--- config.mk ---
export PLATFORM = sky130hd
export DESIGN_NAME = sample_archive_stream_parser_unit_flat
export DESIGN_NICKNAME = d
export VERILOG_FILES = /design/src/sapu_pkg.sv /design/src/sapu_in_if.sv /design/src/sapu_out_if.sv /design/src/sample_archive_stream_parser_unit.sv /design/src/sapu_core.sv /design/src/flat_wrapper.sv
export SDC_FILE = /design/constraint.sdc
export NUM_CORES = 2
export LEC_CHECK = 0
export ABC_CLOCK_PERIOD_IN_PS = 17400
export BUFFER_PORTS_ARGS = -buffer_cell sky130_fd_sc_hd__buf_2
export CAP_MARGIN = 25
export CORE_MARGIN = 1
export CORE_UTILIZATION = 30
export CTS_CLUSTER_DIAMETER = 200
export DETAILED_ROUTE_END_ITERATION = 12
export PLACE_DENSITY = 0.55
export SLEW_MARGIN = 20
export SYNTH_ARGS = -nofsm -noshare
export SYNTH_HDL_FRONTEND = slang
export SYNTH_HIERARCHICAL = 1
export SYNTH_SLANG_ARGS = --single-unit
export TNS_END_PERCENT = 50
--- constraint.sdc ---
create_clock -name clk_i -period 17.4 [get_ports clk_i]
set_clock_uncertainty 0.15 [all_clocks]
set_input_delay 3.48 -clock clk_i [delete_from_list [all_inputs] [get_ports clk_i]]
set_output_delay 3.48 -clock clk_i [all_outputs]
set_load 0.02 [all_outputs]
--- src/sapu_pkg.sv ---
package sapu_pkg;

  typedef enum logic [4:0] {
    PH_MAGIC, PH_VER, PH_RSV1, PH_HLEN, PH_DEV, PH_FAM, PH_TRN, PH_HASH,
    PH_FW, PH_UTC, PH_SEQ, PH_INT, PH_CNT, PH_RSV2, PH_TDEL, PH_SDEL,
    PH_FLG, PH_TSS, PH_FCNT, PH_FLEN, PH_FBYTE, PH_DONE
  } phase_e;

  // result kinds
  localparam logic [4:0] KIND_DEV_ID    = 5'd0;
  localparam logic [4:0] KIND_FAMILY    = 5'd1;
  localparam logic [4:0] KIND_TRANSPORT = 5'd2;
  localparam logic [4:0] KIND_HASH      = 5'd3;
  localparam logic [4:0] KIND_FIRMWARE  = 5'd4;
  localparam logic [4:0] KIND_UTC       = 5'd5;
  localparam logic [4:0] KIND_SEQUENCE  = 5'd6;
  localparam logic [4:0] KIND_INTERVAL  = 5'd7;
  localparam logic [4:0] KIND_SMP_COUNT = 5'd8;
  localparam logic [4:0] KIND_TIME_DEL  = 5'd9;
  localparam logic [4:0] KIND_SEQ_DEL   = 5'd10;
  localparam logic [4:0] KIND_FLAGS     = 5'd11;
  localparam logic [4:0] KIND_TS_SRC    = 5'd12;
  localparam logic [4:0] KIND_FRM_COUNT = 5'd13;
  localparam logic [4:0] KIND_FRM_LEN   = 5'd14;
  localparam logic [4:0] KIND_FRM_BYTE  = 5'd15;
  localparam logic [4:0] KIND_STATUS    = 5'd16;

  // status codes
  localparam logic [3:0] ST_OK        = 4'd0;
  localparam logic [3:0] ST_TRUNC     = 4'd1;
  localparam logic [3:0] ST_LEN       = 4'd2;
  localparam logic [3:0] ST_CRC       = 4'd3;
  localparam logic [3:0] ST_MAGIC     = 4'd4;
  localparam logic [3:0] ST_VERSION   = 4'd5;
  localparam logic [3:0] ST_HDR_LEN   = 4'd6;
  localparam logic [3:0] ST_VARUINT   = 4'd7;
  localparam logic [3:0] ST_EXTRA     = 4'd8;

  localparam logic [31:0] CRC_POLY    = 32'hEDB88320;
  localparam logic [31:0] CRC_INIT    = 32'hFFFFFFFF;
  localparam logic [32:0] COUNT_MAX   = 33'h1FFFFFFFF;
  localparam logic [15:0] HDR_LEN     = 16'd98;
  localparam logic [7:0]  VERSION_ONE = 8'd1;

  typedef logic [7:0] tag_t [4];
  localparam tag_t TAG = '{8'h47, 8'h57, 8'h52, 8'h31};

  typedef struct packed {
    logic [4:0]  item_kind;
    logic [63:0] field_value;
    logic [15:0] byte_position;
    logic [15:0] sample_number;
    logic [7:0]  frame_number;
    logic [3:0]  status_code;
    logic        end_of_archive;
  } result_t;

endpackage

--- src/sapu_in_if.sv ---
interface sapu_in_if;
  logic       valid;
  logic       ready;
  logic [7:0] data_byte;
  logic       last_byte;

  modport source (output valid, output data_byte, output last_byte, input ready);
  modport sink   (input valid, input data_byte, input last_byte, output ready);
endinterface

--- src/sapu_out_if.sv ---
interface sapu_out_if;
  logic        valid;
  logic        ready;
  logic [4:0]  item_kind;
  logic [63:0] field_value;
  logic [15:0] byte_position;
  logic [15:0] sample_number;
  logic [7:0]  frame_number;
  logic [3:0]  status_code;
  logic        end_of_archive;

  modport source (output valid, output item_kind, output field_value,
                  output byte_position, output sample_number, output frame_number,
                  output status_code, output end_of_archive, input ready);
  modport sink   (input valid, input item_kind, input field_value,
                  input byte_position, input sample_number, input frame_number,
                  input status_code, input end_of_archive, output ready);
endinterface

--- src/sample_archive_stream_parser_unit.sv ---
// Archive stream parser. Takes one archive byte per beat on in_i (last_byte
// flags the final byte) and gives tagged field results on out_o, followed by
// a final status result on the last byte. Field results are provisional: only
// the status (end_of_archive = 1) says whether the archive held up. The last
// eight bytes are the trailer, so a byte is parsed eight beats after it came in.
// Rate: one byte per clock while the result queue has room. Each beat parses,
// CRC-updates and counts the byte taken eight beats earlier; its results are
// registered into a four-entry queue on out_o. in_i.ready is low only while the
// queue holds three or more results, i.e. when out_o is stalled. After the
// status beat the parser is back in its reset state for the next archive.
module sample_archive_stream_parser_unit (
  input  logic       clk_i,
  input  logic       rst_ni,
  sapu_in_if.sink    in_i,
  sapu_out_if.source out_o
);
  import sapu_pkg::*;

  logic    beat;
  logic    fld_vld, st_vld;
  result_t fld, st;

  // result queue
  result_t    q_mem [4];
  logic [1:0] wr_q, wr_d;
  logic [1:0] rd_q, rd_d;
  logic [2:0] cnt_q, cnt_d;
  logic       pop;
  logic [1:0] push_n;

  assign in_i.ready = (cnt_q <= 3'd2);
  assign beat       = in_i.valid && in_i.ready;

  sapu_core u_core (
    .clk_i     (clk_i),
    .rst_ni    (rst_ni),
    .beat_i    (beat),
    .byte_i    (in_i.data_byte),
    .last_i    (in_i.last_byte),
    .fld_vld_o (fld_vld),
    .fld_o     (fld),
    .st_vld_o  (st_vld),
    .st_o      (st)
  );

  assign pop    = out_o.valid && out_o.ready;
  assign push_n = 2'(fld_vld) + 2'(st_vld);

  always_comb begin
    wr_d  = wr_q + push_n;
    rd_d  = rd_q + 2'(pop);
    cnt_d = cnt_q + 3'(push_n) - 3'(pop);
  end

  // field result first, status behind it
  always_ff @(posedge clk_i) begin
    if (fld_vld) q_mem[wr_q] <= fld;
    if (st_vld) q_mem[wr_q + 2'(fld_vld)] <= st;
  end

  always_ff @(posedge clk_i or negedge rst_ni) begin
    if (!rst_ni) begin
      wr_q  <= '0;
      rd_q  <= '0;
      cnt_q <= '0;
    end else begin
      wr_q  <= wr_d;
      rd_q  <= rd_d;
      cnt_q <= cnt_d;
    end
  end

  assign out_o.valid          = (cnt_q != 3'd0);
  assign out_o.item_kind      = q_mem[rd_q].item_kind;
  assign out_o.field_value    = q_mem[rd_q].field_value;
  assign out_o.byte_position  = q_mem[rd_q].byte_position;
  assign out_o.sample_number  = q_mem[rd_q].sample_number;
  assign out_o.frame_number   = q_mem[rd_q].frame_number;
  assign out_o.status_code    = q_mem[rd_q].status_code;
  assign out_o.end_of_archive = q_mem[rd_q].end_of_archive;

endmodule

--- src/sapu_core.sv ---
module sapu_core (
  input  logic             clk_i,
  input  logic             rst_ni,
  input  logic             beat_i,
  input  logic [7:0]       byte_i,
  input  logic             last_i,
  output logic             fld_vld_o,
  output sapu_pkg::result_t fld_o,
  output logic             st_vld_o,
  output sapu_pkg::result_t st_o
);
  import sapu_pkg::*;

  logic [7:0]  dly_q [8];
  logic [7:0]  dly_d [8];
  logic [3:0]  fill_q, fill_d;
  logic [31:0] crc_q, crc_d;
  logic [32:0] cnt_q, cnt_d;
  phase_e      ph_q, ph_d;
  logic [15:0] fbc_q, fbc_d;
  logic [63:0] acc_q, acc_d;
  logic [3:0]  vsh_q, vsh_d;
  logic [15:0] smpl_q, smpl_d;
  logic [7:0]  frml_q, frml_d;
  logic [15:0] pl_q, pl_d;
  logic [15:0] smpc_q, smpc_d;
  logic [7:0]  frmc_q, frmc_d;
  logic [3:0]  err_q, err_d;
  logic        fwe_q, fwe_d;

  always_comb begin
    logic [7:0]  old;
    logic [31:0] c;
    logic [63:0] acc_n;
    logic [63:0] acc_v;
    logic [5:0]  shamt;
    logic        go_en;
    phase_e      go_ph;
    logic        ef;
    logic        es;
    logic [31:0] tlen;
    logic [31:0] tcrc;
    logic [3:0]  st;

    dly_d  = dly_q;
    fill_d = fill_q;
    crc_d  = crc_q;
    cnt_d  = cnt_q;
    ph_d   = ph_q;
    fbc_d  = fbc_q;
    acc_d  = acc_q;
    vsh_d  = vsh_q;
    smpl_d = smpl_q;
    frml_d = frml_q;
    pl_d   = pl_q;
    smpc_d = smpc_q;
    frmc_d = frmc_q;
    err_d  = err_q;
    fwe_d  = fwe_q;
    fld_vld_o = 1'b0;
    fld_o     = '0;
    st_vld_o  = 1'b0;
    st_o      = '0;
    old   = dly_q[0];
    c     = crc_q;
    acc_n = {acc_q[55:0], byte_i};
    shamt = 6'(vsh_q) * 6'd7;
    acc_v = acc_q | (64'({1'b0, byte_i[6:0]}) << shamt);
    go_en = 1'b0;
    go_ph = PH_DONE;
    ef    = 1'b0;
    es    = 1'b0;
    tlen  = '0;
    tcrc  = '0;
    st    = ST_OK;

    if (beat_i) begin
      if (fill_q[3]) begin
        for (int i = 0; i < 7; i++) dly_d[i] = dly_q[i+1];
        dly_d[7] = byte_i;

        // reflected CRC-32, one bit per step
        c = crc_q ^ {24'd0, old};
        for (int k = 0; k < 8; k++) c = (c >> 1) ^ (c[0] ? CRC_POLY : 32'd0);
        crc_d = c;
        if (cnt_q != COUNT_MAX) cnt_d = cnt_q + 33'd1;

        if (err_q == ST_OK) begin
          acc_n = {acc_q[55:0], old};
          acc_v = acc_q | (64'({1'b0, old[6:0]}) << shamt);
          unique case (ph_q)
            PH_MAGIC: begin
              if (old != TAG[fbc_q[1:0]]) err_d = ST_MAGIC;
              else begin
                fbc_d = fbc_q + 16'd1;
                if (fbc_q == 16'd3) begin go_en = 1'b1; go_ph = PH_VER; end
              end
            end
            PH_VER: begin
              if (old != VERSION_ONE) err_d = ST_VERSION;
              else begin go_en = 1'b1; go_ph = PH_RSV1; end
            end
            PH_RSV1: begin go_en = 1'b1; go_ph = PH_HLEN; end
            PH_HLEN: begin
              acc_d = acc_n;
              fbc_d = fbc_q + 16'd1;
              if (fbc_q == 16'd1) begin
                if (acc_n != 64'(HDR_LEN)) err_d = ST_HDR_LEN;
                else begin go_en = 1'b1; go_ph = PH_DEV; end
              end
            end
            PH_DEV: begin
              fld_vld_o = 1'b1;
              fld_o.item_kind = KIND_DEV_ID;
              fld_o.field_value = 64'(old);
              fld_o.byte_position = fbc_q;
              fbc_d = fbc_q + 16'd1;
              if (fbc_q == 16'd15) begin go_en = 1'b1; go_ph = PH_FAM; end
            end
            PH_FAM: begin
              fld_vld_o = 1'b1;
              fld_o.item_kind = KIND_FAMILY;
              fld_o.field_value = 64'(old);
              go_en = 1'b1; go_ph = PH_TRN;
            end
            PH_TRN: begin
              fld_vld_o = 1'b1;
              fld_o.item_kind = KIND_TRANSPORT;
              fld_o.field_value = 64'(old);
              go_en = 1'b1; go_ph = PH_HASH;
            end
            PH_HASH: begin
              fld_vld_o = 1'b1;
              fld_o.item_kind = KIND_HASH;
              fld_o.field_value = 64'(old);
              fld_o.byte_position = fbc_q;
              fbc_d = fbc_q + 16'd1;
              if (fbc_q == 16'd31) begin go_en = 1'b1; go_ph = PH_FW; end
            end
            PH_FW: begin
              if (!fwe_q) begin
                if (old == 8'd0) fwe_d = 1'b1;
                else begin
                  fld_vld_o = 1'b1;
                  fld_o.item_kind = KIND_FIRMWARE;
                  fld_o.field_value = 64'(old);
                  fld_o.byte_position = fbc_q;
                end
              end
              fbc_d = fbc_q + 16'd1;
              if (fbc_q == 16'd15) begin go_en = 1'b1; go_ph = PH_UTC; end
            end
            PH_UTC, PH_SEQ: begin
              acc_d = acc_n;
              fbc_d = fbc_q + 16'd1;
              if (fbc_q == 16'd7) begin
                fld_vld_o = 1'b1;
                fld_o.item_kind = (ph_q == PH_UTC) ? KIND_UTC : KIND_SEQUENCE;
                fld_o.field_value = acc_n;
                go_en = 1'b1;
                go_ph = (ph_q == PH_UTC) ? PH_SEQ : PH_INT;
              end
            end
            PH_INT: begin
              acc_d = acc_n;
              fbc_d = fbc_q + 16'd1;
              if (fbc_q == 16'd3) begin
                fld_vld_o = 1'b1;
                fld_o.item_kind = KIND_INTERVAL;
                fld_o.field_value = acc_n;
                go_en = 1'b1; go_ph = PH_CNT;
              end
            end
            PH_CNT: begin
              acc_d = acc_n;
              fbc_d = fbc_q + 16'd1;
              if (fbc_q == 16'd1) begin
                smpl_d = acc_n[15:0];
                smpc_d = '0;
                fld_vld_o = 1'b1;
                fld_o.item_kind = KIND_SMP_COUNT;
                fld_o.field_value = acc_n;
                go_en = 1'b1; go_ph = PH_RSV2;
              end
            end
            PH_RSV2: begin
              acc_d = acc_n;
              fbc_d = fbc_q + 16'd1;
              if (fbc_q == 16'd1) begin
                go_en = 1'b1;
                go_ph = (smpl_q != 16'd0) ? PH_TDEL : PH_DONE;
              end
            end
            PH_TDEL, PH_SDEL: begin
              acc_d = acc_v;
              if (!old[7]) begin
                fld_vld_o = 1'b1;
                fld_o.item_kind = (ph_q == PH_TDEL) ? KIND_TIME_DEL : KIND_SEQ_DEL;
                fld_o.field_value = acc_v;
                fld_o.sample_number = smpc_q;
                go_en = 1'b1;
                go_ph = (ph_q == PH_TDEL) ? PH_SDEL : PH_FLG;
              end else if (vsh_q >= 4'd9) begin
                err_d = ST_VARUINT;
              end else begin
                vsh_d = vsh_q + 4'd1;
              end
            end
            PH_FLG: begin
              acc_d = acc_n;
              fbc_d = fbc_q + 16'd1;
              if (fbc_q == 16'd1) begin
                fld_vld_o = 1'b1;
                fld_o.item_kind = KIND_FLAGS;
                fld_o.field_value = acc_n;
                fld_o.sample_number = smpc_q;
                go_en = 1'b1; go_ph = PH_TSS;
              end
            end
            PH_TSS: begin
              fld_vld_o = 1'b1;
              fld_o.item_kind = KIND_TS_SRC;
              fld_o.field_value = 64'(old);
              fld_o.sample_number = smpc_q;
              go_en = 1'b1; go_ph = PH_FCNT;
            end
            PH_FCNT: begin
              fld_vld_o = 1'b1;
              fld_o.item_kind = KIND_FRM_COUNT;
              fld_o.field_value = 64'(old);
              fld_o.sample_number = smpc_q;
              frml_d = old;
              frmc_d = '0;
              if (old == 8'd0) es = 1'b1;
              else begin go_en = 1'b1; go_ph = PH_FLEN; end
            end
            PH_FLEN: begin
              acc_d = acc_n;
              fbc_d = fbc_q + 16'd1;
              if (fbc_q == 16'd1) begin
                fld_vld_o = 1'b1;
                fld_o.item_kind = KIND_FRM_LEN;
                fld_o.field_value = acc_n;
                fld_o.sample_number = smpc_q;
                fld_o.frame_number = frmc_q;
                pl_d = acc_n[15:0];
                if (acc_n[15:0] == 16'd0) ef = 1'b1;
                else begin go_en = 1'b1; go_ph = PH_FBYTE; end
              end
            end
            PH_FBYTE: begin
              fld_vld_o = 1'b1;
              fld_o.item_kind = KIND_FRM_BYTE;
              fld_o.field_value = 64'(old);
              fld_o.byte_position = fbc_q;
              fld_o.sample_number = smpc_q;
              fld_o.frame_number = frmc_q;
              fbc_d = fbc_q + 16'd1;
              pl_d = pl_q - 16'd1;
              if (pl_q == 16'd1) ef = 1'b1;
            end
            PH_DONE: err_d = ST_EXTRA;
            default: err_d = ST_EXTRA;
          endcase

          // frame end may close the sample, sample end picks the next phase
          if (ef) begin
            frmc_d = frmc_q + 8'd1;
            frml_d = frml_q - 8'd1;
            if (frml_q == 8'd1) es = 1'b1;
            else begin go_en = 1'b1; go_ph = PH_FLEN; end
          end
          if (es) begin
            smpc_d = smpc_q + 16'd1;
            smpl_d = smpl_q - 16'd1;
            go_en = 1'b1;
            go_ph = (smpl_q == 16'd1) ? PH_DONE : PH_TDEL;
          end
          if (go_en) begin
            ph_d  = go_ph;
            fbc_d = '0;
            acc_d = '0;
            vsh_d = '0;
          end
        end
      end else begin
        dly_d[fill_q[2:0]] = byte_i;
        fill_d = fill_q + 4'd1;
      end

      if (last_i) begin
        for (int k = 0; k < 4; k++) begin
          tlen = {tlen[23:0], dly_d[k]};
          tcrc = {tcrc[23:0], dly_d[k+4]};
        end
        if (!fill_d[3] || cnt_d < 33'(HDR_LEN))        st = ST_TRUNC;
        else if (cnt_d != {1'b0, tlen})                  st = ST_LEN;
        else if ((crc_d ^ CRC_INIT) != tcrc)             st = ST_CRC;
        else if (err_d != ST_OK)                         st = err_d;
        else if (ph_d != PH_DONE)                        st = ST_TRUNC;
        else                                             st = ST_OK;
        st_vld_o = 1'b1;
        st_o.item_kind = KIND_STATUS;
        st_o.field_value = 64'(cnt_d);
        st_o.status_code = st;
        st_o.end_of_archive = 1'b1;

        fill_d = '0;
        crc_d  = CRC_INIT;
        cnt_d  = '0;
        ph_d   = PH_MAGIC;
        fbc_d  = '0;
        acc_d  = '0;
        vsh_d  = '0;
        smpl_d = '0;
        frml_d = '0;
        pl_d   = '0;
        smpc_d = '0;
        frmc_d = '0;
        err_d  = ST_OK;
        fwe_d  = 1'b0;
      end
    end
  end

  always_ff @(posedge clk_i) begin
    dly_q <= dly_d;
  end

  always_ff @(posedge clk_i or negedge rst_ni) begin
    if (!rst_ni) begin
      fill_q <= '0;
      crc_q  <= CRC_INIT;
      cnt_q  <= '0;
      ph_q   <= PH_MAGIC;
      fbc_q  <= '0;
      acc_q  <= '0;
      vsh_q  <= '0;
      smpl_q <= '0;
      frml_q <= '0;
      pl_q   <= '0;
      smpc_q <= '0;
      frmc_q <= '0;
      err_q  <= ST_OK;
      fwe_q  <= 1'b0;
    end else begin
      fill_q <= fill_d;
      crc_q  <= crc_d;
      cnt_q  <= cnt_d;
      ph_q   <= ph_d;
      fbc_q  <= fbc_d;
      acc_q  <= acc_d;
      vsh_q  <= vsh_d;
      smpl_q <= smpl_d;
      frml_q <= frml_d;
      pl_q   <= pl_d;
      smpc_q <= smpc_d;
      frmc_q <= frmc_d;
      err_q  <= err_d;
      fwe_q  <= fwe_d;
    end
  end

endmodule

--- src/flat_wrapper.sv ---
// flat-port wrapper written by rule: the top's interface ports become plain ports
module sample_archive_stream_parser_unit_flat import sapu_pkg::*;
  (clk_i, rst_ni, in_i_valid, in_i_data_byte, in_i_last_byte, in_i_ready, out_o_valid, out_o_item_kind, out_o_field_value, out_o_byte_position, out_o_sample_number, out_o_frame_number, out_o_status_code, out_o_end_of_archive, out_o_ready);
  sapu_in_if in_i_i ();
  sapu_out_if out_o_i ();
  input  logic clk_i;
  input  logic rst_ni;
  input wire logic [$bits(in_i_i.valid)-1:0] in_i_valid;
  input wire logic [$bits(in_i_i.data_byte)-1:0] in_i_data_byte;
  input wire logic [$bits(in_i_i.last_byte)-1:0] in_i_last_byte;
  output wire logic [$bits(in_i_i.ready)-1:0] in_i_ready;
  output wire logic [$bits(out_o_i.valid)-1:0] out_o_valid;
  output wire logic [$bits(out_o_i.item_kind)-1:0] out_o_item_kind;
  output wire logic [$bits(out_o_i.field_value)-1:0] out_o_field_value;
  output wire logic [$bits(out_o_i.byte_position)-1:0] out_o_byte_position;
  output wire logic [$bits(out_o_i.sample_number)-1:0] out_o_sample_number;
  output wire logic [$bits(out_o_i.frame_number)-1:0] out_o_frame_number;
  output wire logic [$bits(out_o_i.status_code)-1:0] out_o_status_code;
  output wire logic [$bits(out_o_i.end_of_archive)-1:0] out_o_end_of_archive;
  input wire logic [$bits(out_o_i.ready)-1:0] out_o_ready;
  assign in_i_i.valid = in_i_valid;
  assign in_i_i.data_byte = in_i_data_byte;
  assign in_i_i.last_byte = in_i_last_byte;
  assign in_i_ready = in_i_i.ready;
  assign out_o_valid = out_o_i.valid;
  assign out_o_item_kind = out_o_i.item_kind;
  assign out_o_field_value = out_o_i.field_value;
  assign out_o_byte_position = out_o_i.byte_position;
  assign out_o_sample_number = out_o_i.sample_number;
  assign out_o_frame_number = out_o_i.frame_number;
  assign out_o_status_code = out_o_i.status_code;
  assign out_o_end_of_archive = out_o_i.end_of_archive;
  assign out_o_i.ready = out_o_ready;
  sample_archive_stream_parser_unit u_core (.clk_i(clk_i), .rst_ni(rst_ni), .in_i(in_i_i), .out_o(out_o_i));
endmodule
; After elaboration in Yosys (flattened, before gate mapping)
; Memories as Yosys holds them, arrays and structs flattened.
; Cells that the tools add are included.
[word_totals]
register_bits = 298
mem_bits_rw = 456
in_bits = 13
output_inout_bits = 116
word_cells = 335
memories = 1
[op_classes]
addsub = 15
mul = 1
magnitude_cmp = 6
n_eq_ne = 39
shifts = 1
muxes = 190
bitwise = 13
reduce_logical = 43
[memory_table]
columns = memory, words, width, read_ports, rd_clocked_by_memory_dff, write_ports, line_no
row1 = u_core.q_mem, 4, 114, 1, 0, 2, sample_archive_stream_parser_unit.sv:24  ; result_t q_mem [4];
[op_table]
columns = op, n
row1 = 69-bit one-hot mux with 14 select lines, 1
row2 = 64-bit two-way mux, 6
row3 = 16-bit two-way mux, 22
row4 = 32-bit two-way mux, 11
row5 = 109-bit two-way mux, 3
row6 = 68-bit two-way mux, 4
row7 = 31-bit by 32-bit XOR with 32-bit output, 8
row8 = 83-bit two-way mux, 2
row9 = 69-bit two-way mux, 2
row10 = 67-bit two-way mux, 2
row11 = 33-bit two-way mux, 4
row12 = 5-bit two-way mux, 26
row13 = 64-bit one-hot mux with 2 select lines, 1
row14 = 8-bit two-way mux, 13
row15 = 4-bit two-way mux, 24
row16 = 16-bit one-hot mux with 2 select lines, 3
row17 = 5-bit one-hot mux with 18 select lines, 1
row18 = 64-bit bitwise mux, 1
row19 = 64-bit by 7-bit inequality test with 1-bit output (second input constant), 1
row20 = 64-bit bitwise OR, 1
row21 = 16-bit one-hot mux with 4 select lines, 1
row22 = 7-bit by 6-bit left shift with 64-bit output, 1
row23 = 1-bit two-way mux, 51
row24 = 16-bit by 1-bit equality test with 1-bit output (second input constant), 3
row25 = other kinds (72), 116

; Depth between registers and ports, before layout
[depth]
word_depth = 27
depth_mapped = 15
mapped_depth_nobuf = 15

; Hierarchy
; The synthesis kept the hierarchy.
[by_module_without_submodules]
columns = mod, instances, cells_each, area_per_inst_um2, seq_area_each_um2
row1 = sapu_core, 1, 2890, 23212.3, 7642.3
row2 = sample_archive_stream_parser_unit, 1, 1145, 22470.3, 13868.3

; Worst setup path before layout
; Ideal clock, no wire load.
[synth_path]
path_type = input-to-reg
startpoint = input in_i_valid
endpoint = memory u_core/q_mem[0][0] in the netlist's numbering (enable)
setup_ps = 744
arrival_time_ps = 13946
required_ps = 16506
setup_slack_ps = 2560
path_stages = 5
n_path_buf = 0
path_cell_list = and2_1 > nand2_1 > a21oi_1 > nand2b_1 > o21ai_0
[synth_rtl]
columns = element, line_no
row1 = "start, declared", flat_wrapper.sv:8  ; input wire logic [$bits(in_i_i.valid)-1:0] in_i_valid;
row2 = "end, declared", sample_archive_stream_parser_unit.sv:24

==> results by group <==
CTS
  • Maximum number of buffers from clock root to sink: 3
  • Post-CTS resize count: 0
  • Clk pin slew, worst setup/hold paths: around 0.06 ns
  • Number of H-tree branching levels: 3
  • Later-pin clock latency in the skew report: between 0.7 and 0.8 ns
  • Number of clock buffers inserted by TritonCTS: 86
  • Clock root buffer: clkbuf_16
  • Hold buffer count at cts: 0
  • Buffers inserted by post-CTS timing repair: 0
  • TritonCTS clock tree: done
  • Clock net sink count: between 700 and 800

Outcome
  • Run status: finished clean

Global routing
  • Antenna violations before repair: 15
  • Total congestion overflow after global routing: 0
  • Vias in the first global route: approximately 33000
  • Global-route wire length before repair: around 210 mm
  • Global routing usage summed across all routing layers: between 10% and 20%
  • Maximum number of pins on one net before global-route repair: ~120

Timing
  • Slew margin rel.: 31.24%
  • Total count of hold-check failures in the final report: 0
  • Worst Max-Slew Pin Slew: 1.024 ns
  • Max-slew violations: 0
  • Post-layout minimum cycle time: approximately 7.6 ns
  • Period utilisation layout: between 40% and 50%
  • Setup violations, final: 0
  • Worst hold margin: 0.3250 ns
  • Total negative setup slack: 0 ns
  • RSZ-0062 raised after global routing: false
  • Max Freq: approximately 130 MHz

Worst setup path
  • Count of cells along the worst register-to-register path: 12
  • Worst Setup Start Kind: input port
  • R2r startpoint: u_core/u_core/fbc_q[13]
  • Flop-to-flop setup slack: around 11 ns
  • Crit. End Element: flip-flop
  • CP arrival: 7.91 ns
  • Terminus of the critical flop-to-flop path: u_core/q_mem[1][12]
  • CP Max Fanout: 46
  • Required time of the critical path: ~18 ns
  • Kind of critical path: input port to flip-flop

Yosys
  • Mean instance size in the synthesized netlist: between 10 and 15 µm²
  • Number of instances in the synthesized netlist: ~4000
  • Synthesis-stage register bit count: between 700 and 800
  • Part of the Yosys area used for sequential elements: a little under half
  • Share of async-settable or async-resettable flops after synthesis: between 30 and 40%
  • Number of flops mapped to enable cells by yosys: 520
  • Post-Syn Area: about 0.046 mm²
  • Yosys warns: 6
  • Count of distinct cell types in the synthesized netlist: between 100 and 150
  • Main flop type after synthesis: edfxtp_1

Drt
  • Count of vias placed by the detailed router: between 30000 and 40000
  • Number of antenna-violating nets in the routed design: 0
  • 1st-pass router iterations: 8
  • Final routed wire length divided by cell count: around 23 µm
  • Post-route DRC violation count: 0
  • Iter 0 DRT Violations: 3022
  • Wirelength, routed: 141.0 mm
  • DR vias/cell: ~5.4

Placed design
  • Cell total after placement: approximately 6000
  • Routability-driven placement congestion ratio: 0.9433
  • Cell area after placement: 0.04794 mm²
  • Post-DP HPWL: 91.36 mm
  • Port Buffer Count: roughly 130

Final layout
  • Final-stage net count: about 4000
  • Number of fill cells: 14980
  • Leading cell types in the layout, fill and taps excluded: edfxtp_1 (520), mux2_2 (442), nor2_1 (353)
  • Area of combinational cells with multiple inputs: about 0.022 mm²
  • Synthesis-to-layout area growth: 11.16%
  • Design Area, Final: 0.05078 mm²
  • Register Area: 0.02152 mm²
  • Most frequent standard cell in the layout excluding fill and tap cells: edfxtp_1
  • Fraction of layout instances using a drive strength above 1: 25.09%
  • Final std cells w/o fill: roughly 6000

Pwr
  • Worst IR Drop VDD: ~0.1 mV
  • Static power due to leakage: approximately 0.019 µW
  • Power density over the cells: around 150 mW/mm²

Floorplanning
  • Site row count: approximately 140
  • Starting utilization of the core area: between 30% and 40%
  • Area of the placeable core: about 0.15 mm²
  • Die W: between 300 and 400 µm
  • Height of the chip: between 300 and 400 µm
  • Boundary pin count: approximately 130
  • Die ar.: ~0.15 mm²

Hold path
  • Worst hold path type: flip-flop to flip-flop
  • Number of cells traversed by the worst hold path: 2
  • Endpoint of the worst hold path: u_core/u_core/acc_q[60]
  • Launch instance of the worst min-delay path: u_core/u_core/acc_q[60]

Flow run
  • Max Cap Violations: 0
final cells by class:
class                   count  share of cell area (%)
clock inverters            39                  0.7688
flip-flops and latches    754                   42.38
diodes                      1                0.004928
repair buffers            206                   2.516
multi-input cells        2927                   44.12
clock buffers             123                   4.793
well taps                2016                   4.967
inverters                  60                  0.4435
metal layers:
layer | track usage, % | up-vias | wire (µm)
li1 | - | 14946 | -
met1 | 25.24 | 16611 | 63310
met2 | 28.42 | 1128 | 64650
met3 | 3.165 | 216 | 9395
met4 | 5.391 | 8 | 3579
met5 | 0 | - | 49
cells by family (layout without fill, tap and decap cells):
group | count (synthesis) | after routing | share of synthesized area (%)
compound gates | 806 | 806 | 10.81
xor+xnor | 204 | 204 | 4.738
fa+ha+maj | 34 | 34 | 1.013
buf+inv | 434 | 428 | 4.796
flops | 754 | 754 | 47.09
mux | 686 | 686 | 19.93
other cells | 1 | 82 | 0.008209
simple gates | 1116 | 1116 | 11.62
worst max-delay path: stages:
cell and delay [ns]:
buf_2 0.08, and2_4 0.35, nand2_1 0.24, a21oi_1 0.51, ha_1 0.26, xnor2_1 0.29
and3_4 0.71, buf_4 0.79, buf_4 0.71, mux2_2 0.42
worst max path at each step:
stage | from | endpoint | slack, ns | depth (start not counted)
3_3_place_gp | in_i_valid | u_core/q_mem[1][10] | 9.12 | 10
2_1_floorplan | in_i_valid | u_core/q_mem[0][0] | 2.56 | 5
6_report | in_i_valid | u_core/q_mem[1][12] | 9.78 | 10
5_1_grt | in_i_valid | u_core/q_mem[1][12] | 9.53 | 10
3_5_place_dp | in_i_valid | u_core/q_mem[1][12] | 9.02 | 10
4_1_cts | in_i_valid | u_core/q_mem[1][12] | 9.76 | 10
through the flow:
step	total power, µW	setup WS [ns]	util [%]
final	7624	9.776	33.74
after global routing	7991	9.531	33.74
after CTS	7665	9.755	33.73
after detailed placement	5789	9.018	31.86
after global placement	5786	9.123	31.85
after floorplan	4821	2.560	-
report_power, final:
part / switching [µW] / total [µW] / internal (µW)
clock network: 792 / 1850 / 1060
logic: 1900 / 3220 / 1320
registers: 326 / 2550 / 2230
total: 3020 / 7620 / 4600
cells in the mapped netlist (25+ instances only):
cell       instances  area [µm²]
o2111ai_1         37       324.1
and3_1            36       225.2
mux2i_1           71       710.7
xnor2_1          120        1051
edfxtp_1         520       15610
mux2_2           442        4977
or3_1             27       168.9
mux4_2           114        2567
mux2_4            49       735.7
nor3_1            65       325.3
inv_1             57       214.0
and2_1            51       319.1
o21ai_0          233        1166
nand3_1           63       315.3
clkbuf_1         159       596.8
dfstp_2           32       840.8
nand2_1          318        1194
o22ai_1           48       300.3
buf_4             93       698.2
nor4_1            43       269.0
dfrtp_1          202        5055
xor2_1            55       481.7
a21oi_1          288        1441
buf_2             81       405.4
nand2b_1          25       156.4
nand4_1           44       275.3
nor2_1           354        1329
ha_1              29       362.9
registers in the layout, summed over array words and instances, names as in the netlist, 5 cells and up:
signal                flops
u_core/u_core/dly_q      64
u_core/u_core/smpl_q     16
u_core/u_core/ph_q        5
u_core/q_mem            456
u_core/u_core/frmc_q      8
u_core/u_core/acc_q      64
u_core/u_core/fbc_q      16
u_core/u_core/frml_q      8
u_core/u_core/crc_q      32
u_core/u_core/pl_q       16
u_core/u_core/cnt_q      33
u_core/u_core/smpc_q     16
Power figures use the tool's default switching activity.
